<file path="config.mk">
export PLATFORM = sky130hd
export DESIGN_NAME = motor_command_frame_crc16
export DESIGN_NICKNAME = d
export VERILOG_FILES = /design/src/sv/mcfc_pkg.sv /design/src/sv/motor_command_frame_crc16.sv /design/src/sv/mcfc_scale.sv /design/src/sv/mcfc_crc_step.sv /design/src/sv/mcfc_serializer.sv
export VERILOG_INCLUDE_DIRS = /design/src /design/src/sv
export SDC_FILE = /design/constraint.sdc
export NUM_CORES = 1
export LEC_CHECK = 0
export ABC_AREA = 1
export BUFFER_PORTS_ARGS = -buffer_cell sky130_fd_sc_hd__buf_2
export CAP_MARGIN = 40
export CORE_MARGIN = 2
export CORE_UTILIZATION = 50
export DETAILED_ROUTE_END_ITERATION = 16
export GPL_ROUTABILITY_DRIVEN = 0
export PLACE_DENSITY_LB_ADDON = 0.05
export SYNTH_ARGS = -nofsm -noshare
export SYNTH_HDL_FRONTEND = slang
export SYNTH_SLANG_ARGS = --single-unit
</file>
<file path="constraint.sdc">
create_clock -name clk_i -period 3.85 [get_ports clk_i]
set_input_delay 0.77 -clock clk_i [delete_from_list [all_inputs] [get_ports clk_i]]
set_output_delay 0.77 -clock clk_i [all_outputs]
set_load 0.1 [all_outputs]
</file>
<file path="src/sv/motor_command_frame_crc16_assert.svh">
// Assertion macros used by the frame builder RTL.
// Each macro expands to a labeled concurrent assertion, or to nothing in synthesis.
`ifndef MOTOR_COMMAND_FRAME_CRC16_ASSERT_SVH
`define MOTOR_COMMAND_FRAME_CRC16_ASSERT_SVH

`ifndef SYNTHESIS

`define MCFC_ASSERT(name, clk, rst_n, prop) \
  name: assert property (@(posedge clk) disable iff (!rst_n) prop) \
    else $error("assertion failed");

`define MCFC_ASSERT_NEVER(name, clk, rst_n, cond) \
  name: assert property (@(posedge clk) disable iff (!rst_n) !(cond)) \
    else $error("forbidden condition seen");

`else

`define MCFC_ASSERT(name, clk, rst_n, prop)

`define MCFC_ASSERT_NEVER(name, clk, rst_n, cond)

`endif

`endif

</file>
<file path="src/sv/mcfc_pkg.sv">
package mcfc_pkg;

  localparam logic [15:0] CrcPoly = 16'h1021;
  localparam logic [15:0] CrcTopBit = 16'h8000;
  localparam logic [7:0] ByteMax = 8'hFF;

  typedef struct packed {
    logic [7:0] left_speed;
    logic [7:0] right_speed;
    logic       left_backward;
    logic       right_backward;
  } cmd_t;

  typedef struct packed {
    logic       port;
    logic [7:0] frame_byte;
    logic       final_byte;
  } frame_beat_t;

  typedef struct packed {
    logic        r_dir;
    logic        l_dir;
    logic [7:0]  r_speed;
    logic [7:0]  l_speed;
    logic [15:0] r_crc;
    logic [15:0] l_crc;
  } work_t;

  typedef enum logic [1:0] {
    REG_ADDRESS    = 2'd0,
    REG_LEFT_GAIN  = 2'd1,
    REG_RIGHT_GAIN = 2'd2,
    REG_NONE       = 2'd3
  } reg_idx_e;

  typedef enum logic [1:0] {
    SEL_ADDR  = 2'd0,
    SEL_DIR   = 2'd1,
    SEL_SPEED = 2'd2
  } crc_sel_e;

  typedef enum logic [2:0] {
    POS_ADDR   = 3'd0,
    POS_DIR    = 3'd1,
    POS_SPEED  = 3'd2,
    POS_CRC_HI = 3'd3,
    POS_CRC_LO = 3'd4
  } pos_e;

  function automatic logic [15:0] crc16_update(logic [15:0] crc_in, logic [7:0] data);
    logic [15:0] crc;
    crc = crc_in ^ {data, 8'h00};
    for (int k = 0; k < 8; k++) begin
      if ((crc & CrcTopBit) != 16'h0000) begin
        crc = {crc[14:0], 1'b0} ^ CrcPoly;
      end else begin
        crc = {crc[14:0], 1'b0};
      end
    end
    return crc;
  endfunction

endpackage

</file>
<file path="src/sv/motor_command_frame_crc16.sv">
// The first byte is offered after the scale, address, direction and speed CRC stages.
// The ten bytes of a command follow one per cycle while the output is ready.
// The serializer accepts a new command as the final byte of the current one is taken.
// Commands queue in the four pipeline stages while the serializer is busy.
// Reset empties the pipeline and sets the address to 0 and both gains to 256.
`include "motor_command_frame_crc16_assert.svh"

module motor_command_frame_crc16 (
  input  logic                   clk_i,
  input  logic                   rst_ni,
  input  logic                   psel,
  input  logic                   penable,
  input  logic                   pwrite,
  input  logic [3:0]             paddr,
  input  logic [31:0]            pwdata,
  output logic [31:0]            prdata,
  output logic                   pready,
  input  logic                   in_valid_i,
  output logic                   in_ready_o,
  input  mcfc_pkg::cmd_t         in_data_i,
  output logic                   out_valid_o,
  input  logic                   out_ready_i,
  output mcfc_pkg::frame_beat_t  out_data_o
);

  logic [7:0]         address_q;
  logic [8:0]         left_gain_q;
  logic [8:0]         right_gain_q;
  mcfc_pkg::reg_idx_e reg_idx;
  logic               cfg_write;

  logic            s1_valid;
  logic            s1_ready;
  mcfc_pkg::work_t s1_work;
  logic            s2_valid;
  logic            s2_ready;
  mcfc_pkg::work_t s2_work;
  logic            s3_valid;
  logic            s3_ready;
  mcfc_pkg::work_t s3_work;
  logic            s4_valid;
  logic            s4_ready;
  mcfc_pkg::work_t s4_work;

  logic            out_fire;
  logic            out_final;

  assign reg_idx = mcfc_pkg::reg_idx_e'(paddr[3:2]);
  assign cfg_write = psel && penable && pwrite && pready;
  assign pready = 1'b1;

  always_ff @(posedge clk_i or negedge rst_ni) begin
    if (!rst_ni) begin
      address_q <= 8'd0;
      left_gain_q <= 9'd256;
      right_gain_q <= 9'd256;
    end else if (cfg_write) begin
      unique case (reg_idx)
        mcfc_pkg::REG_ADDRESS:    address_q <= pwdata[7:0];
        mcfc_pkg::REG_LEFT_GAIN:  left_gain_q <= pwdata[8:0];
        mcfc_pkg::REG_RIGHT_GAIN: right_gain_q <= pwdata[8:0];
        default: ;
      endcase
    end
  end

  always_comb begin
    unique case (reg_idx)
      mcfc_pkg::REG_ADDRESS:    prdata = {24'd0, address_q};
      mcfc_pkg::REG_LEFT_GAIN:  prdata = {23'd0, left_gain_q};
      mcfc_pkg::REG_RIGHT_GAIN: prdata = {23'd0, right_gain_q};
      default:                  prdata = 32'd0;
    endcase
  end

  mcfc_scale u_scale (
    .clk_i        (clk_i),
    .rst_ni       (rst_ni),
    .left_gain_i  (left_gain_q),
    .right_gain_i (right_gain_q),
    .valid_i      (in_valid_i),
    .ready_o      (in_ready_o),
    .cmd_i        (in_data_i),
    .valid_o      (s1_valid),
    .ready_i      (s1_ready),
    .work_o       (s1_work)
  );

  mcfc_crc_step u_crc_addr (
    .clk_i     (clk_i),
    .rst_ni    (rst_ni),
    .sel_i     (mcfc_pkg::SEL_ADDR),
    .address_i (address_q),
    .valid_i   (s1_valid),
    .ready_o   (s1_ready),
    .work_i    (s1_work),
    .valid_o   (s2_valid),
    .ready_i   (s2_ready),
    .work_o    (s2_work)
  );

  mcfc_crc_step u_crc_dir (
    .clk_i     (clk_i),
    .rst_ni    (rst_ni),
    .sel_i     (mcfc_pkg::SEL_DIR),
    .address_i (address_q),
    .valid_i   (s2_valid),
    .ready_o   (s2_ready),
    .work_i    (s2_work),
    .valid_o   (s3_valid),
    .ready_i   (s3_ready),
    .work_o    (s3_work)
  );

  mcfc_crc_step u_crc_speed (
    .clk_i     (clk_i),
    .rst_ni    (rst_ni),
    .sel_i     (mcfc_pkg::SEL_SPEED),
    .address_i (address_q),
    .valid_i   (s3_valid),
    .ready_o   (s3_ready),
    .work_i    (s3_work),
    .valid_o   (s4_valid),
    .ready_i   (s4_ready),
    .work_o    (s4_work)
  );

  mcfc_serializer u_serializer (
    .clk_i       (clk_i),
    .rst_ni      (rst_ni),
    .address_i   (address_q),
    .valid_i     (s4_valid),
    .ready_o     (s4_ready),
    .work_i      (s4_work),
    .out_valid_o (out_valid_o),
    .out_ready_i (out_ready_i),
    .out_data_o  (out_data_o)
  );

  assign out_fire = out_valid_o && out_ready_i;
  assign out_final = out_valid_o && out_data_o.final_byte;

  `MCFC_ASSERT(a_frame_unbroken, clk_i, rst_ni, out_fire && !out_data_o.final_byte |=> out_valid_o)
  `MCFC_ASSERT_NEVER(a_final_on_left, clk_i, rst_ni, out_final && !out_data_o.port)
  `MCFC_ASSERT(a_stage_held, clk_i, rst_ni, s4_valid && !s4_ready |=> s4_valid)

endmodule

</file>
<file path="src/sv/mcfc_scale.sv">
module mcfc_scale (
  input  logic                clk_i,
  input  logic                rst_ni,
  input  logic [8:0]          left_gain_i,
  input  logic [8:0]          right_gain_i,
  input  logic                valid_i,
  output logic                ready_o,
  input  mcfc_pkg::cmd_t      cmd_i,
  output logic                valid_o,
  input  logic                ready_i,
  output mcfc_pkg::work_t     work_o
);

  logic            valid_q;
  mcfc_pkg::work_t work_d;
  mcfc_pkg::work_t work_q;
  logic [16:0]     l_prod;
  logic [16:0]     r_prod;

  assign ready_o = !valid_q || ready_i;

  always_comb begin
    l_prod = {9'd0, cmd_i.left_speed} * {8'd0, left_gain_i};
    r_prod = {9'd0, cmd_i.right_speed} * {8'd0, right_gain_i};
    work_d.l_dir = cmd_i.left_backward;
    work_d.r_dir = cmd_i.right_backward;
    work_d.l_speed = l_prod[16] ? mcfc_pkg::ByteMax : l_prod[15:8];
    work_d.r_speed = r_prod[16] ? mcfc_pkg::ByteMax : r_prod[15:8];
    work_d.l_crc = 16'h0000;
    work_d.r_crc = 16'h0000;
  end

  always_ff @(posedge clk_i or negedge rst_ni) begin
    if (!rst_ni) begin
      valid_q <= 1'b0;
    end else if (ready_o) begin
      valid_q <= valid_i;
    end
  end

  always_ff @(posedge clk_i) begin
    if (valid_i && ready_o) begin
      work_q <= work_d;
    end
  end

  assign valid_o = valid_q;
  assign work_o = work_q;

endmodule

</file>
<file path="src/sv/mcfc_crc_step.sv">
module mcfc_crc_step (
  input  logic                clk_i,
  input  logic                rst_ni,
  input  mcfc_pkg::crc_sel_e  sel_i,
  input  logic [7:0]          address_i,
  input  logic                valid_i,
  output logic                ready_o,
  input  mcfc_pkg::work_t     work_i,
  output logic                valid_o,
  input  logic                ready_i,
  output mcfc_pkg::work_t     work_o
);

  logic            valid_q;
  mcfc_pkg::work_t work_d;
  mcfc_pkg::work_t work_q;
  logic [7:0]      l_byte;
  logic [7:0]      r_byte;

  assign ready_o = !valid_q || ready_i;

  always_comb begin
    unique case (sel_i)
      mcfc_pkg::SEL_ADDR: begin
        l_byte = address_i;
        r_byte = address_i;
      end
      mcfc_pkg::SEL_DIR: begin
        l_byte = {7'd0, work_i.l_dir};
        r_byte = {7'd0, work_i.r_dir};
      end
      mcfc_pkg::SEL_SPEED: begin
        l_byte = work_i.l_speed;
        r_byte = work_i.r_speed;
      end
      default: begin
        l_byte = 8'h00;
        r_byte = 8'h00;
      end
    endcase
    work_d = work_i;
    work_d.l_crc = mcfc_pkg::crc16_update(work_i.l_crc, l_byte);
    work_d.r_crc = mcfc_pkg::crc16_update(work_i.r_crc, r_byte);
  end

  always_ff @(posedge clk_i or negedge rst_ni) begin
    if (!rst_ni) begin
      valid_q <= 1'b0;
    end else if (ready_o) begin
      valid_q <= valid_i;
    end
  end

  always_ff @(posedge clk_i) begin
    if (valid_i && ready_o) begin
      work_q <= work_d;
    end
  end

  assign valid_o = valid_q;
  assign work_o = work_q;

endmodule

</file>
<file path="src/sv/mcfc_serializer.sv">
module mcfc_serializer (
  input  logic                   clk_i,
  input  logic                   rst_ni,
  input  logic [7:0]             address_i,
  input  logic                   valid_i,
  output logic                   ready_o,
  input  mcfc_pkg::work_t        work_i,
  output logic                   out_valid_o,
  input  logic                   out_ready_i,
  output mcfc_pkg::frame_beat_t  out_data_o
);

  logic            busy_d;
  logic            busy_q;
  logic            side_d;
  logic            side_q;
  mcfc_pkg::pos_e  pos_d;
  mcfc_pkg::pos_e  pos_q;
  mcfc_pkg::work_t work_q;
  logic            last;
  logic            dir;
  logic [7:0]      speed;
  logic [15:0]     crc;

  assign last = side_q && (pos_q == mcfc_pkg::POS_CRC_LO);
  assign ready_o = !busy_q || (out_ready_i && last);

  always_comb begin
    busy_d = busy_q;
    side_d = side_q;
    pos_d = pos_q;
    if (busy_q && out_ready_i) begin
      unique case (pos_q)
        mcfc_pkg::POS_ADDR:   pos_d = mcfc_pkg::POS_DIR;
        mcfc_pkg::POS_DIR:    pos_d = mcfc_pkg::POS_SPEED;
        mcfc_pkg::POS_SPEED:  pos_d = mcfc_pkg::POS_CRC_HI;
        mcfc_pkg::POS_CRC_HI: pos_d = mcfc_pkg::POS_CRC_LO;
        mcfc_pkg::POS_CRC_LO: begin
          pos_d = mcfc_pkg::POS_ADDR;
          side_d = !side_q;
        end
        default:              pos_d = mcfc_pkg::POS_ADDR;
      endcase
      if (last) begin
        busy_d = 1'b0;
      end
    end
    if (valid_i && ready_o) begin
      busy_d = 1'b1;
      side_d = 1'b0;
      pos_d = mcfc_pkg::POS_ADDR;
    end
  end

  always_ff @(posedge clk_i or negedge rst_ni) begin
    if (!rst_ni) begin
      busy_q <= 1'b0;
      side_q <= 1'b0;
      pos_q <= mcfc_pkg::POS_ADDR;
    end else begin
      busy_q <= busy_d;
      side_q <= side_d;
      pos_q <= pos_d;
    end
  end

  always_ff @(posedge clk_i) begin
    if (valid_i && ready_o) begin
      work_q <= work_i;
    end
  end

  always_comb begin
    dir = side_q ? work_q.l_dir : work_q.r_dir;
    speed = side_q ? work_q.l_speed : work_q.r_speed;
    crc = side_q ? work_q.l_crc : work_q.r_crc;
    out_data_o.port = side_q;
    out_data_o.final_byte = last;
    unique case (pos_q)
      mcfc_pkg::POS_ADDR:   out_data_o.frame_byte = address_i;
      mcfc_pkg::POS_DIR:    out_data_o.frame_byte = {7'd0, dir};
      mcfc_pkg::POS_SPEED:  out_data_o.frame_byte = speed;
      mcfc_pkg::POS_CRC_HI: out_data_o.frame_byte = crc[15:8];
      mcfc_pkg::POS_CRC_LO: out_data_o.frame_byte = crc[7:0];
      default:              out_data_o.frame_byte = 8'h00;
    endcase
  end

  assign out_valid_o = busy_q;

endmodule
</file>
Word-level counts from Yosys, hierarchy flattened:

Cells that the tools add are included.

* bits in registers: 237
* word-level logic and storage cells: 179

* $mul: 2
* equal/unequal tests: 6
* multiplexer cells: 54
* bitwise logic cells: 44
* reductions and logical operators: 31

Operators by type and width (count)
* two-way mux 13 bit: 40
* inverter 3 bit: 40
* case mux 8 bit (5 select lines): 1
* multiplier 8 x 9 -> 17 bit: 2
* XOR 16 bit: 2
* XOR 16 x 9 -> 16 bit: 2
* case mux 9 bit (3 select lines): 1
* two-way mux 16 bit: 1
* case mux 3 bit (4 select lines): 1
* logical AND 1 bit: 10
* AND reduction 2 bit: 5
* two-way mux 8 bit: 1
* two-way mux 1 bit: 7
* equality test 3 x 2 -> 1 bit (second input constant): 2
* logical NOT 1 bit: 6
* two-way mux 3 bit: 2
* nonzero test 2 bit: 3
* logical OR 1 bit: 5
* equality test 3 x 1 -> 1 bit (second input constant): 1
* equality test 3 bit (second input constant): 1
* logical NOT 3 bit: 1
* equality test 2 x 1 -> 1 bit (second input constant): 1
* equality test 2 bit (second input constant): 1
* logical NOT 2 bit: 1

Logic depth before layout (Yosys ltp):

Gate-level depths: netlist of run 1.

* depth in word-level cells: 17
* depth in mapped cells: 21

By module:

Synthesis of run 1 repeated with hierarchy kept, for this count alone.

* cells, all modules: 2110
* area, all modules: 17500.5 µm²

Modules (own cells, without submodules)
* mcfc_crc_step: instances 3, cells an instance 291, area each 2608.8 µm², seq. area each 1526.5 µm²
* mcfc_scale: instances 1, cells an instance 836, area each 5919.4 µm², seq. area each 565.5 µm²
* mcfc_serializer: instances 1, cells an instance 218, area each 2336.0 µm², seq. area each 1626.6 µm²
* motor_command_frame_crc16: instances 1, cells an instance 183, area each 1418.9 µm², seq. area each 653.1 µm²

Worst setup path before layout of run 1:

No wires, ideal clock.

* path kind: input to register
* from: input port in_data_i[4] (netlist bit)
* to: register u_scale.work_q (netlist bit u_scale.work_o[43]) (data pin)
* library setup time: 0.260 ns
* arrival: 4.245 ns
* required time: 3.590 ns
* slack: -0.654 ns
* stages: 18
* buffers on the path: 1
* cell sequence: clkbuf_1 > nand2_1 > fa_1 > fa_1 > inv_1 > fa_1 > inv_1 > fa_1 > inv_1 > ha_1 > nand2_1 > inv_1 > a21oi_1 > nand2_2 > nand2_1 > nand3_1 > nand2_4 > nand3_1

* cells in the longest elaborated chain, start to end: 1

Ends and longest elaborated chain
* start: declaration: line motor_command_frame_crc16.sv:20 `input mcfc_pkg::cmd_t in_data_i,`
* multiplier 8 x 9 -> 17 bit: line mcfc_scale.sv:24 `r_prod = {9'd0, cmd_i.right_speed} * {8'd0, right_gain_i};`
* end signal: assignment: line mcfc_scale.sv:43 `work_q <= work_d;`
* end: declaration: line mcfc_scale.sv:16 `mcfc_pkg::work_t work_q;`

Every way passes these cells.
A chain may end at the register's enable or synchronous reset.

Final worst setup path of run 1:

* from: input port in_data_i[4] (netlist bit)
* to: register u_scale.work_q (netlist bit u_scale.work_o[45]) (data pin)

The elaborated chain is that of the path after synthesis.

==> metrics.md, run 1 <==
| Metric | Value |
|---|---|
| Peak VDD IR | `0.0003621 V` |
| YS warnings | `0` |
| Mapped Cells | `1365` |
| CP Max Fanout | `8` |
| R2R setup slack | `-110 ps` |
| Overflow after GRT | `0` |
| Post-synth top area share | `40.27%` |
| Power Density | `804.2 nW/um^2` |
| CTS Hold Bufs | `0` |
| Leading post-synthesis cells by cell area | `edfxtp_1 (40%), fa_1 (12%), nand2_1 (9.7%), inv_1 (7.9%), ha_1 (6.2%)` |
| Largest area contributor in the netlist | `edfxtp_1` |
| Sw Share | `41.39%` |
| Status | `complete, but fails checks` |
| CTS H-tree depth | `1` |
| Worst R2R Path Depth | `17` |
| Leakage | `8.072 nW` |
| Avg Inst Size Synth | `10.05 um^2` |
| Rel. slew slack | `52.78%` |
| Worst Hold Class | `in -> async` |
| Worst slew pin tran | `707.5 ps` |
| Max-cap violations | `0` |
| Pre-antenna DRT Iters | `5` |
| Final setup vio count | `16` |
| Clk_skew | `18.81 ps` |
| I/O pins | `106` |
| Part of the cycle the worst path needs | `103.6%` |
| GRT Resource Usage Total | `19.76%` |
| DR vias | `8739` |
| Root Driver | `clkbuf_16` |
| P_int | `7.552 mW` |
| CTS buffer count | `23` |
| Routed wire length | `26600 um` |
| Layout cell share with drive strength beyond 1 | `23.22%` |
| Yosys cell types | `42` |
| Hold Worst Slack | `97.15 ps` |
| Initial antenna violation count | `0` |
| Post-Syn Area | `13720 um^2` |
| R2r endpoint | `u_scale.work_o[45]` |
| Pin count of the biggest net entering global routing | `38` |
| Die Y | `169.7 um` |
| RSZ-0062 raised after global routing | `true` |
| Crit path launch | `in_data_i[4]` |
| Seq/Total Area, Yosys | `46.67%` |
| Initial Util | `50.91%` |
| Final HPWL DP | `21330 um` |
| Sw Pwr | `5.334 mW` |
| Max-slew violations | `0` |
| Number of port buffers | `56` |
| First-pass GRT wire length | `45020 um` |
| Core footprint | `26950 um^2` |
| Area delta synth->final | `16.79%` |
| Tmin final | `3990 ps` |
| Place WS | `-668.6 ps` |
| Final layout net count | `1712` |
| Vias in the first global route | `9004` |
| DR vias/cell | `4.706` |
| Clk_lat worst skew | `500 ps` |
| Failing checks | `setup timing` |
| CP endpoint kind | `register` |
| Clk slew on worst S/H paths | `60 ps` |
| Fraction of power consumed by sequential logic | `29.6%` |
| DRC viols | `0` |
| Clock network power share | `15.7%` |
| Cell Rows | `60` |
| CTS tree | `built` |
| Combinational group share of total power | `54.8%` |
| Clk sink count | `219` |
| Clock buffer depth | `3` |
| Worst EP arrival | `4220 ps` |
| Required time worst endpoint | `4080 ps` |
| CP Class | `in -> reg` |
| DIE AREA | `28780 um^2` |
| Routed Antenna Nets | `0` |
| Fin. Hold Viols | `0` |
| PnR worst setup slack | `-140.4 ps` |
| WL per Instance | `14.33 um` |
| CP Launch Type | `input port` |
| Die width | `169.7 um` |
| Number of DRC markers in iteration 0 | `436` |
| FF+latch count, synth | `219` |
| FMAX | `250.6 MHz` |
| Final antenna diode count | `0` |
| FF-to-FF Start | `right_gain_q[5]` |
[cell type report]
cell class                      instances  area (um^2)
Inverter                              292         1099
Clock inverter                         11        80.08
Clock buffer                           29        608.1
Sequential cell                       219         6417
Fill cell                            2290        10930
Tap cell                              341        426.7
Timing Repair Buffer                  158         1107
Multi-Input combinational cell        807         6286
[per-layer routing]
layer	global-route usage (%)	routed length, um	vias up
met3	2.262	998	22
met5	0	0	-
li1	-	-	4453
met1	26.47	12170	4124
met2	35.28	13120	140
met4	3.307	313	0
[Yosys cell counts (all sizes together)]
cell type and instances:
nor4 2, xor2 51, a22o 13, mux2 1
ha 68, conb 2, o21bai 2, a21o 4
or2 2, a221oi 1, nor2 25, a21oi 31
edfxtp 184, nand3 50, o21ai 40, nor3 1
nand4 7, dfrtp 33, buf 41, fa 82
nand2 368, and3 3, o22ai 2, xnor2 30
dfstp 2, clkbuf 28, inv 292
[cells by family (layout without fill, tap and decap cells)]
group | after synthesis | count (layout) | share of synthesized area (%)
mux | 1 | 1 | 0.08207
fa+ha+maj | 150 | 150 | 18.17
compound gates | 93 | 93 | 3.985
other cells | 2 | 24 | 0.05473
simple gates | 458 | 458 | 14.27
flops | 219 | 219 | 46.67
buf+inv | 361 | 490 | 11.05
xor+xnor | 81 | 81 | 5.718
[registers in the layout (all words and copies together) (netlist names)]
signal,count
address_q,8
left_gain_q,9
right_gain_q,9
u_crc_addr.valid_o,1
u_crc_addr.work_o,29
u_crc_dir.valid_o,1
u_crc_dir.work_o,37
u_crc_speed.valid_o,1
u_crc_speed.work_o,50
u_scale.valid_o,1
u_scale.work_o,18
u_serializer.out_valid_o,1
u_serializer.pos_q,3
u_serializer.side_q,1
u_serializer.work_q,50
[metrics by stage]
stage | cells | TNS, ps | instance area [um^2] | total power, mW | utilization [%]
6_report | 1857 | -1344 | 16020 | 12.89 | 59.46
3_5_place_dp | 1812 | -10150 | 15110 | 10.59 | 56.08
2_1_floorplan | 1387 | -5443 | 14210 | 8.604 | -
3_3_place_gp | 1809 | -9504 | 15050 | 10.50 | 55.86
4_1_cts | 1856 | -1470 | 15940 | 12.84 | 59.13
5_1_grt | 1857 | -4004 | 16020 | 13.95 | 59.46
[critical path, stage by stage]
cell and delay [ps]:
buf_2 190, nand2_1 100, fa_1 490, fa_1 510, inv_1 50, fa_1 470, inv_1 50, fa_1 490
inv_2 50, ha_4 260, nand2_4 90, inv_2 40, a21oi_2 140, nand2_2 90, nand2_2 80, nand3_2 100
nand2_4 140, nand3_2 100
[cells in the final DEF (no fill, tap or decap), types with 10 or more instances in the layout]
cell and n:
a21oi_1 19, a21oi_2 11, buf_2 53, buf_4 100, clkbuf_16 23, conb_1 24
dfrtp_1 22, dfrtp_2 11, edfxtp_1 184, fa_1 77, ha_1 57, ha_4 10
inv_1 266, inv_2 25, nand2_1 323, nand2_2 33, nand2_4 12, nand3_1 33
nand3_2 16, nor2_1 15, o21ai_0 34, xnor2_1 20, xnor2_2 10, xor2_1 51
[worst max path at each step]
stage                                     to  slack, ps  cells after the start
final                     u_scale.work_o[45]       -140                     18
after global routing      u_scale.work_o[45]       -300                     18
after CTS                 u_scale.work_o[45]       -130                     18
after detailed placement  u_scale.work_o[35]       -670                     17
after global placement    u_scale.work_o[35]       -610                     17
after floorplan           u_scale.work_o[43]       -360                     18
[power by group through the flow]
stage | clock network [mW] | registers [mW] | logic (mW)
6_report | 2.02 | 3.81 | 7.06
5_1_grt | 2.18 | 3.87 | 7.89
4_1_cts | 2.07 | 3.82 | 6.95
3_5_place_dp | 0 | 3.86 | 6.72
3_3_place_gp | 0 | 3.86 | 6.64
2_1_floorplan | 0 | 3.71 | 4.89
[what timing repair did]
item | CTS | global route
setup endpoints to repair | 16 | 16
resized for setup | 41 | 26
gates cloned | 0 | 0
pin swaps | 32 | 20
buffers inserted | 4 | 1
Note: power is estimated with default switching activity, not from simulation.
==> inputs of run 2 (changes only) <==
--- a/config.mk
+++ b/config.mk
@@ -9,11 +9,12 @@
 export ABC_AREA = 1
 export BUFFER_PORTS_ARGS = -buffer_cell sky130_fd_sc_hd__buf_2
 export CAP_MARGIN = 40
-export CORE_MARGIN = 2
+export CORE_MARGIN = 4
 export CORE_UTILIZATION = 50
 export DETAILED_ROUTE_END_ITERATION = 16
 export GPL_ROUTABILITY_DRIVEN = 0
 export PLACE_DENSITY_LB_ADDON = 0.05
+export RECOVER_POWER = 100
 export SYNTH_ARGS = -nofsm -noshare
 export SYNTH_HDL_FRONTEND = slang
 export SYNTH_SLANG_ARGS = --single-unit
==> run 2 against run 1 <==
Effect of this change:
- the flow finishes with violations (capacitance limit, slew limit, setup timing)
- clock power up 13%
- maximum frequency up 0.96%
- utilization up 0.21 points
- sequential power about the same
- critical endpoint is now u_scale.work_o[37]
- global-route usage down 1.3 points
- total power up 3.5%
- final cell count up 0.81%
- clock skew up 6.3 ps
==> metrics.md, run 2 (synthesis gave the netlist of run 1 again) <==
| Metric | Value |
|---|---|
| Status | `complete, but fails checks` |
| Failing checks | `capacitance limit, slew limit, setup timing` |
| Cell Rows | `60 (unchanged)` |
| Critical path capture point | `u_scale.work_o[37]` |
| Power Density | `829.7 nW/um^2 (+3.2%)` |
| Routed wire length | `27220 um (+2.3%)` |
| I/O pins | `106 (unchanged)` |
| Placed instance count | `1819 (+0.39%)` |
| CP cell instances | `clkbuf_4, nand2_1, inv_1, fa_1, fa_1, fa_1, inv_2, fa_1, inv_2, ha_4, nand2_4, inv_4, and3_4, nand2_4, nand2_2, nand2_2, nand2_4, nand3_2` |
| Tmin final | `3952 ps (-38.04 ps)` |
| Final HPWL DP | `21740 um (+1.9%)` |
| Sw Share | `40.85% (-0.55 points)` |
| Clock buffer depth | `3 (unchanged)` |
| CP Class | `in -> reg` |
| Clk sink count | `219 (unchanged)` |
| Worst R2R Path Depth | `17 (unchanged)` |
| Worst stage delay on the critical path | `540 ps (+30 ps)` |
| Root Driver | `clkbuf_16` |
| Area delta synth->final | `17.20%` |
| Sw Pwr | `5.450 mW (+2.2%)` |
| PnR worst setup slack | `-102.4 ps (+38.04 ps)` |
| Worst slew pin tran | `1752 ps (+1045 ps)` |
| CP Max Fanout | `8 (unchanged)` |
| Initial antenna violation count | `0 (unchanged)` |
| First-pass GRT wire length | `45460 um (+0.98%)` |
| Non-filler cells, final | `1872 (+0.81%)` |
| FMAX | `253.0 MHz (+0.96%)` |
| Fraction of power consumed by sequential logic | `28.7% (-0.9 points)` |
| Most common cell after layout, fill and taps aside | `nand2_1` |
| Initial Util | `50.91% (unchanged)` |
| Fin. Hold Viols | `0 (unchanged)` |
| Clk slew on worst S/H paths | `60 ps (about the same)` |
| Clk_skew | `25.09 ps (+6.285 ps)` |
| Critical path depth in cells | `18 (unchanged)` |
| Max-slew violations | `61 (+61)` |
| R2R setup slack | `-100 ps (about the same)` |
| Leakage | `8.064 nW (-0.11%)` |
| Peak VDD IR | `0.0004077 V (+13%)` |
| Pin count of the biggest net entering global routing | `38 (unchanged)` |
| Worst EP arrival | `4190 ps (-30 ps)` |
| Overflow after GRT | `0 (unchanged)` |
| Vias in the first global route | `8949 (-0.61%)` |
| Final antenna diode count | `0 (unchanged)` |
| Required time worst endpoint | `4090 ps (about the same)` |
| R2r endpoint | `u_scale.work_o[37]` |
| DR vias/cell | `4.707 (about the same)` |
| Pre-antenna DRT Iters | `5 (unchanged)` |
| Rel. slew slack | `-16.83% (-70 points)` |
| Core footprint | `26950 um^2 (unchanged)` |
| Routed Antenna Nets | `0 (unchanged)` |
| Number of DRC markers in iteration 0 | `439 (+0.69%)` |
| Final setup vio count | `16 (unchanged)` |
| Layout cell share with drive strength beyond 1 | `22.01% (-1.2 points)` |
| DR vias | `8812 (+0.84%)` |
| Top delay family on crit path | `adder cells` |
| Die width | `173.7 um (+2.4%)` |
| GRT Resource Usage Total | `18.47% (-1.3 points)` |
| DRC viols | `0 (unchanged)` |
| Bufs and invs on worst path | `5 (unchanged)` |
| Worst Hold Class | `in -> async` |
| Final layout net count | `1725 (+0.76%)` |
| Die Y | `173.7 um (+2.4%)` |
| CTS tree | `built` |
| Clock network power share | `17.2% (+1.5 points)` |
| WL per Instance | `14.54 um (+1.5%)` |
| Clk_lat worst skew | `520 ps (+20 ps)` |
| Part of the cycle the worst path needs | `102.7% (-0.99 points)` |
| Commonest cells after routing, fill and taps aside | `nand2_1 (323), inv_1 (269), edfxtp_1 (184)` |
| CTS H-tree depth | `1 (unchanged)` |
| CP Launch Type | `input port` |
| CTS Hold Bufs | `0 (unchanged)` |
| Post-Route Utilization | `59.67% (+0.21 points)` |
| Crit-path slowest cell | `fa_1` |
| CP most frequent cell | `fa_1` |
| Combinational group share of total power | `54.2% (-0.6 points)` |
| Number of port buffers | `56 (unchanged)` |
| DIE AREA | `30160 um^2 (+4.8%)` |
| FF-to-FF Start | `left_gain_q[3]` |
| Max-cap violations | `2 (+2)` |
| P_int | `7.893 mW (+4.5%)` |
| Crit path launch | `in_data_i[12]` |
| CTS buffer count | `24 (+4.3%)` |
| RSZ-0062 raised after global routing | `true` |
| CP endpoint kind | `register` |
[run 2: routing by layer]
layer / routed length (um) / share of wire, % / GRT usage (%)
met5: 0 / 0 / 0
met4: 535 / 2.0 / 3.695
met3: 985 / 3.6 / 2.552
met2: 13540 / 50 / 32.49
met1: 12160 / 45 / 24.75
[run 2: power by group through the flow]
stage | Combinational [mW] | Clock [mW] | Sequential, mW
after floorplan | 4.89 | 0 | 3.71
after global placement | 6.69 | 0 | 3.85
after detailed placement | 6.77 | 0 | 3.87
after CTS | 7.20 | 2.36 | 3.83
after global routing | 8.09 | 2.45 | 3.89
final | 7.23 | 2.29 | 3.82
[run 2: worst min-delay path by stage]
| stage | from | slack [ps] | cells past startpoint | end |
|---|---|---|---|---|
| finish | rst_ni | 110 | 1 | u_serializer.side_q |
| floorplan | u_scale.work_o[32] | 400 | 0 | u_crc_addr.work_o[32] |
| detailed placement | u_scale.work_o[37] | 400 | 0 | u_crc_addr.work_o[37] |
| global route | rst_ni | 110 | 1 | u_serializer.side_q |
| global placement | u_scale.work_o[34] | 400 | 0 | u_crc_addr.work_o[34] |
| CTS | rst_ni | 60 | 1 | u_serializer.out_valid_o |
[run 2: what timing repair did]
item / 4_1_cts / 5_1_grt
endpoints found under the setup margin: 16 / 16
setup buffers: 6 / 4
gates resized for setup: 48 / 32
pin swaps: 33 / 21
hold endpoints to repair: 0 / 0
[run 2: metrics by stage]
step	area (um^2)	setup WS, ps	setup TNS, ps	hold slack [ps]	power, mW
finish	16080	-102.4	-1072	114.7	13.34
global route	16080	-275.3	-3836	111.8	14.43
CTS	16170	-96.49	-939.9	55.76	13.39
detailed placement	15150	-669.3	-10150	404.5	10.64
global placement	15110	-609.4	-9399	400.3	10.54
floorplan	14210	-360.8	-5443	400.3	8.604
[run 2: cell type report]
type	instances	area, um^2
sequential	219	6416
timing repair buffer	170	1136
multi-input combinational	807	6198
clock buffer	26	608.1
clock inverter	17	195.2
fill	2326	10870
tap	341	426.7
inverter	292	1100
==> inputs of run 3 (changes only) <==
--- a/config.mk
+++ b/config.mk
@@ -11,6 +11,7 @@
 export CAP_MARGIN = 40
 export CORE_MARGIN = 4
 export CORE_UTILIZATION = 50
+export CTS_BUF_LIST = sky130_fd_sc_hd__clkbuf_16
 export DETAILED_ROUTE_END_ITERATION = 16
 export GPL_ROUTABILITY_DRIVEN = 0
 export PLACE_DENSITY_LB_ADDON = 0.05
==> constraint.sdc (replaced) <==
create_clock -name clk_i -period 3.75 [get_ports clk_i]
set_input_delay 0.75 -clock clk_i [delete_from_list [all_inputs] [get_ports clk_i]]
set_output_delay 0.75 -clock clk_i [all_outputs]
set_load 0.1 [all_outputs]
==> run 3 against run 2 <==
Effect of this change:
- the run still ends with capacitance limit, slew limit, setup timing left
- first-iteration DRC count is 12% lower
- sequential power is 3% higher
- clock skew is 10 ps lower
- combinational power hardly changed
- global-route usage is 0.071 points lower
- wire length hardly changed
- cell area is 0.61% lower
- die area stayed put
- total power is 1.0% higher
- clock power hardly changed
- utilization is 0.36 points lower
- critical endpoint is now u_scale.work_o[44]
- largest power group unchanged
==> metrics.md, run 3 (synthesis gave the netlist of run 1 again) <==
| Metric | Value |
|---|---|
| GRT Resource Usage Total | `18.40% (-0.071 points)` |
| CTS tree | `built` |
| Clk sink count | `219 (unchanged)` |
| Pre-antenna DRT Iters | `4 (-1)` |
| Failing checks | `capacitance limit, slew limit, setup timing` |
| Status | `complete, but fails checks` |
| RSZ-0062 raised after global routing | `true` |
| Core footprint | `26950 um^2 (unchanged)` |
| Final HPWL DP | `21660 um (-0.38%)` |
| Setup TNS Final | `-3063 ps (-1991 ps)` |
| Initial Util | `50.91% (unchanged)` |
| Root Driver | `clkbuf_16` |
| Overflow after GRT | `0 (unchanged)` |
| Routed wire length | `27210 um (about the same)` |
| I/O pins | `106 (unchanged)` |
| Commonest cells after routing, fill and taps aside | `nand2_1 (328), inv_1 (276), edfxtp_1 (184)` |
| Hold Worst Slack | `92.99 ps (-21.68 ps)` |
| Number of port buffers | `56 (unchanged)` |
| Worst Hold Class | `in -> async` |
| WL per Instance | `14.56 um (+0.12%)` |
| Die Y | `173.7 um (unchanged)` |
| CTS H-tree depth | `1 (unchanged)` |
| Leakage | `8.053 nW (-0.13%)` |
| Initial antenna violation count | `0 (unchanged)` |
| Tmin final | `3966 ps` |
| Post-Route Utilization | `59.30% (-0.36 points)` |
| Max-slew violations | `62 (+1.6%)` |
| Required time worst endpoint | `4000 ps (-90 ps)` |
| PnR worst setup slack | `-216.3 ps (-113.9 ps)` |
| DRC viols | `0 (unchanged)` |
| Part of the cycle the worst path needs | `105.8%` |
| Peak VDD IR | `0.0003804 V (-6.7%)` |
| CP endpoint kind | `register` |
| First-pass GRT wire length | `45240 um (-0.50%)` |
| CP Class | `in -> reg` |
| Pin count of the biggest net entering global routing | `38 (unchanged)` |
| Area delta synth->final | `16.49%` |
| Clk slew on worst S/H paths | `60 ps (about the same)` |
| Number of DRC markers in iteration 0 | `388 (-12%)` |
| DR vias/cell | `4.762 (+1.2%)` |
| Die width | `173.7 um (unchanged)` |
| Layout cell share with drive strength beyond 1 | `21.14% (-0.87 points)` |
| FMAX | `252.1 MHz` |
| CTS buffer count | `24 (unchanged)` |
| CP Max Fanout | `9 (+1)` |
| Vias in the first global route | `8858 (-1.0%)` |
| DIE AREA | `30160 um^2 (unchanged)` |
| Worst slew pin tran | `1966 ps (+213.6 ps)` |
| Fin. Hold Viols | `0 (unchanged)` |
| Clock buffer depth | `3 (unchanged)` |
| DR vias | `8901 (+1.0%)` |
| Power Density | `843.4 nW/um^2 (+1.6%)` |
| Most common cell after layout, fill and taps aside | `nand2_1` |
| Cell Rows | `60 (unchanged)` |
| Final layout net count | `1722 (-0.17%)` |
| Clk_skew | `15.09 ps (-10.00 ps)` |
| CP Launch Type | `input port` |
| Rel. slew slack | `-31.07% (-14 points)` |
| Worst R2R Path Depth | `17 (unchanged)` |
| Final setup vio count | `16 (unchanged)` |
| Final antenna diode count | `0 (unchanged)` |
| Fillers | `2386 (+2.6%)` |
| Worst EP arrival | `4210 ps (+20 ps)` |
| Clk_lat worst skew | `500 ps (-20 ps)` |
| Routed Antenna Nets | `0 (unchanged)` |
| Max-cap violations | `2 (unchanged)` |
| Storage cell area | `6417 um^2 (about the same)` |
| Multi-input logic area | `6178 um^2 (-0.32%)` |
-- run 3: final timing paths --
| path | startpoint | end | slack (ps) |
|---|---|---|---|
| setup / recovery | in_data_i[5] | u_scale.work_o[44] | -220 |
| hold / removal | rst_ni | u_serializer.side_q | 90 |
| setup reg to reg | left_gain_q[2] | u_scale.work_o[36] | -210 |
| hold reg to reg | u_crc_speed.work_o[19] | u_serializer.work_q[19] | 410 |
| max in group asynchronous | rst_ni | right_gain_q[3] | 1360 |
| min in group clk_i | u_crc_speed.work_o[19] | u_serializer.work_q[19] | 410 |
-- run 3: layout make-up --
type | count | share of cell area [%]
multi-input combinational | 807 | 38.66
clock buffer | 25 | 3.914
sequential | 219 | 40.15
clock inverter | 18 | 0.9707
inverter | 292 | 6.866
timing repair buffer | 167 | 6.772
tap | 341 | 2.669
-- run 3: repair_timing --
item / CTS / global route
pin swaps: 24 / 23
gates resized for setup: 25 / 35
setup buffers: 2 / 7
hold buffers: 0 / 0
endpoints found under the setup margin: 16 / 16
-- run 3: routing by layer --
metal / share of wire [%] / up-vias / global-route usage [%]
li1: - / 4482 / -
met1: 47 / 4216 / 25.67
met2: 48 / 163 / 31.07
met3: 3.6 / 40 / 2.246
met4: 2.2 / 0 / 4.487
met5: 0 / - / 0
-- run 3: through the flow --
step | area (um^2) | instances | setup WS, ps | total power, mW
floorplan | 14210 | 1387 | -440.8 | 8.833
global placement | 15100 | 1815 | -693.1 | 10.81
finish | 15980 | 1869 | -216.3 | 13.48
detailed placement | 15140 | 1817 | -759.2 | 10.90
CTS | 16010 | 1862 | -228.6 | 13.45
global route | 15980 | 1869 | -361.5 | 14.59
-- run 3: power by group --
part / total, mW / internal [mW] / switching (mW)
clock: 2.30 / 1.40 / 0.893
combinational: 7.26 / 2.95 / 4.31
sequential: 3.92 / 3.60 / 0.318
-- run 3: critical path: stages --
cell and delay [ps]:
buf_2 210, nand2_2 90, fa_1 500, fa_1 500, inv_1 60, fa_1 470, inv_1 50, fa_1 490
inv_2 50, ha_4 250, nand2_4 80, inv_1 50, a21oi_2 170, nand2_4 80, buf_4 140, nand3_1 80
a21o_1 130, nand3_2 60
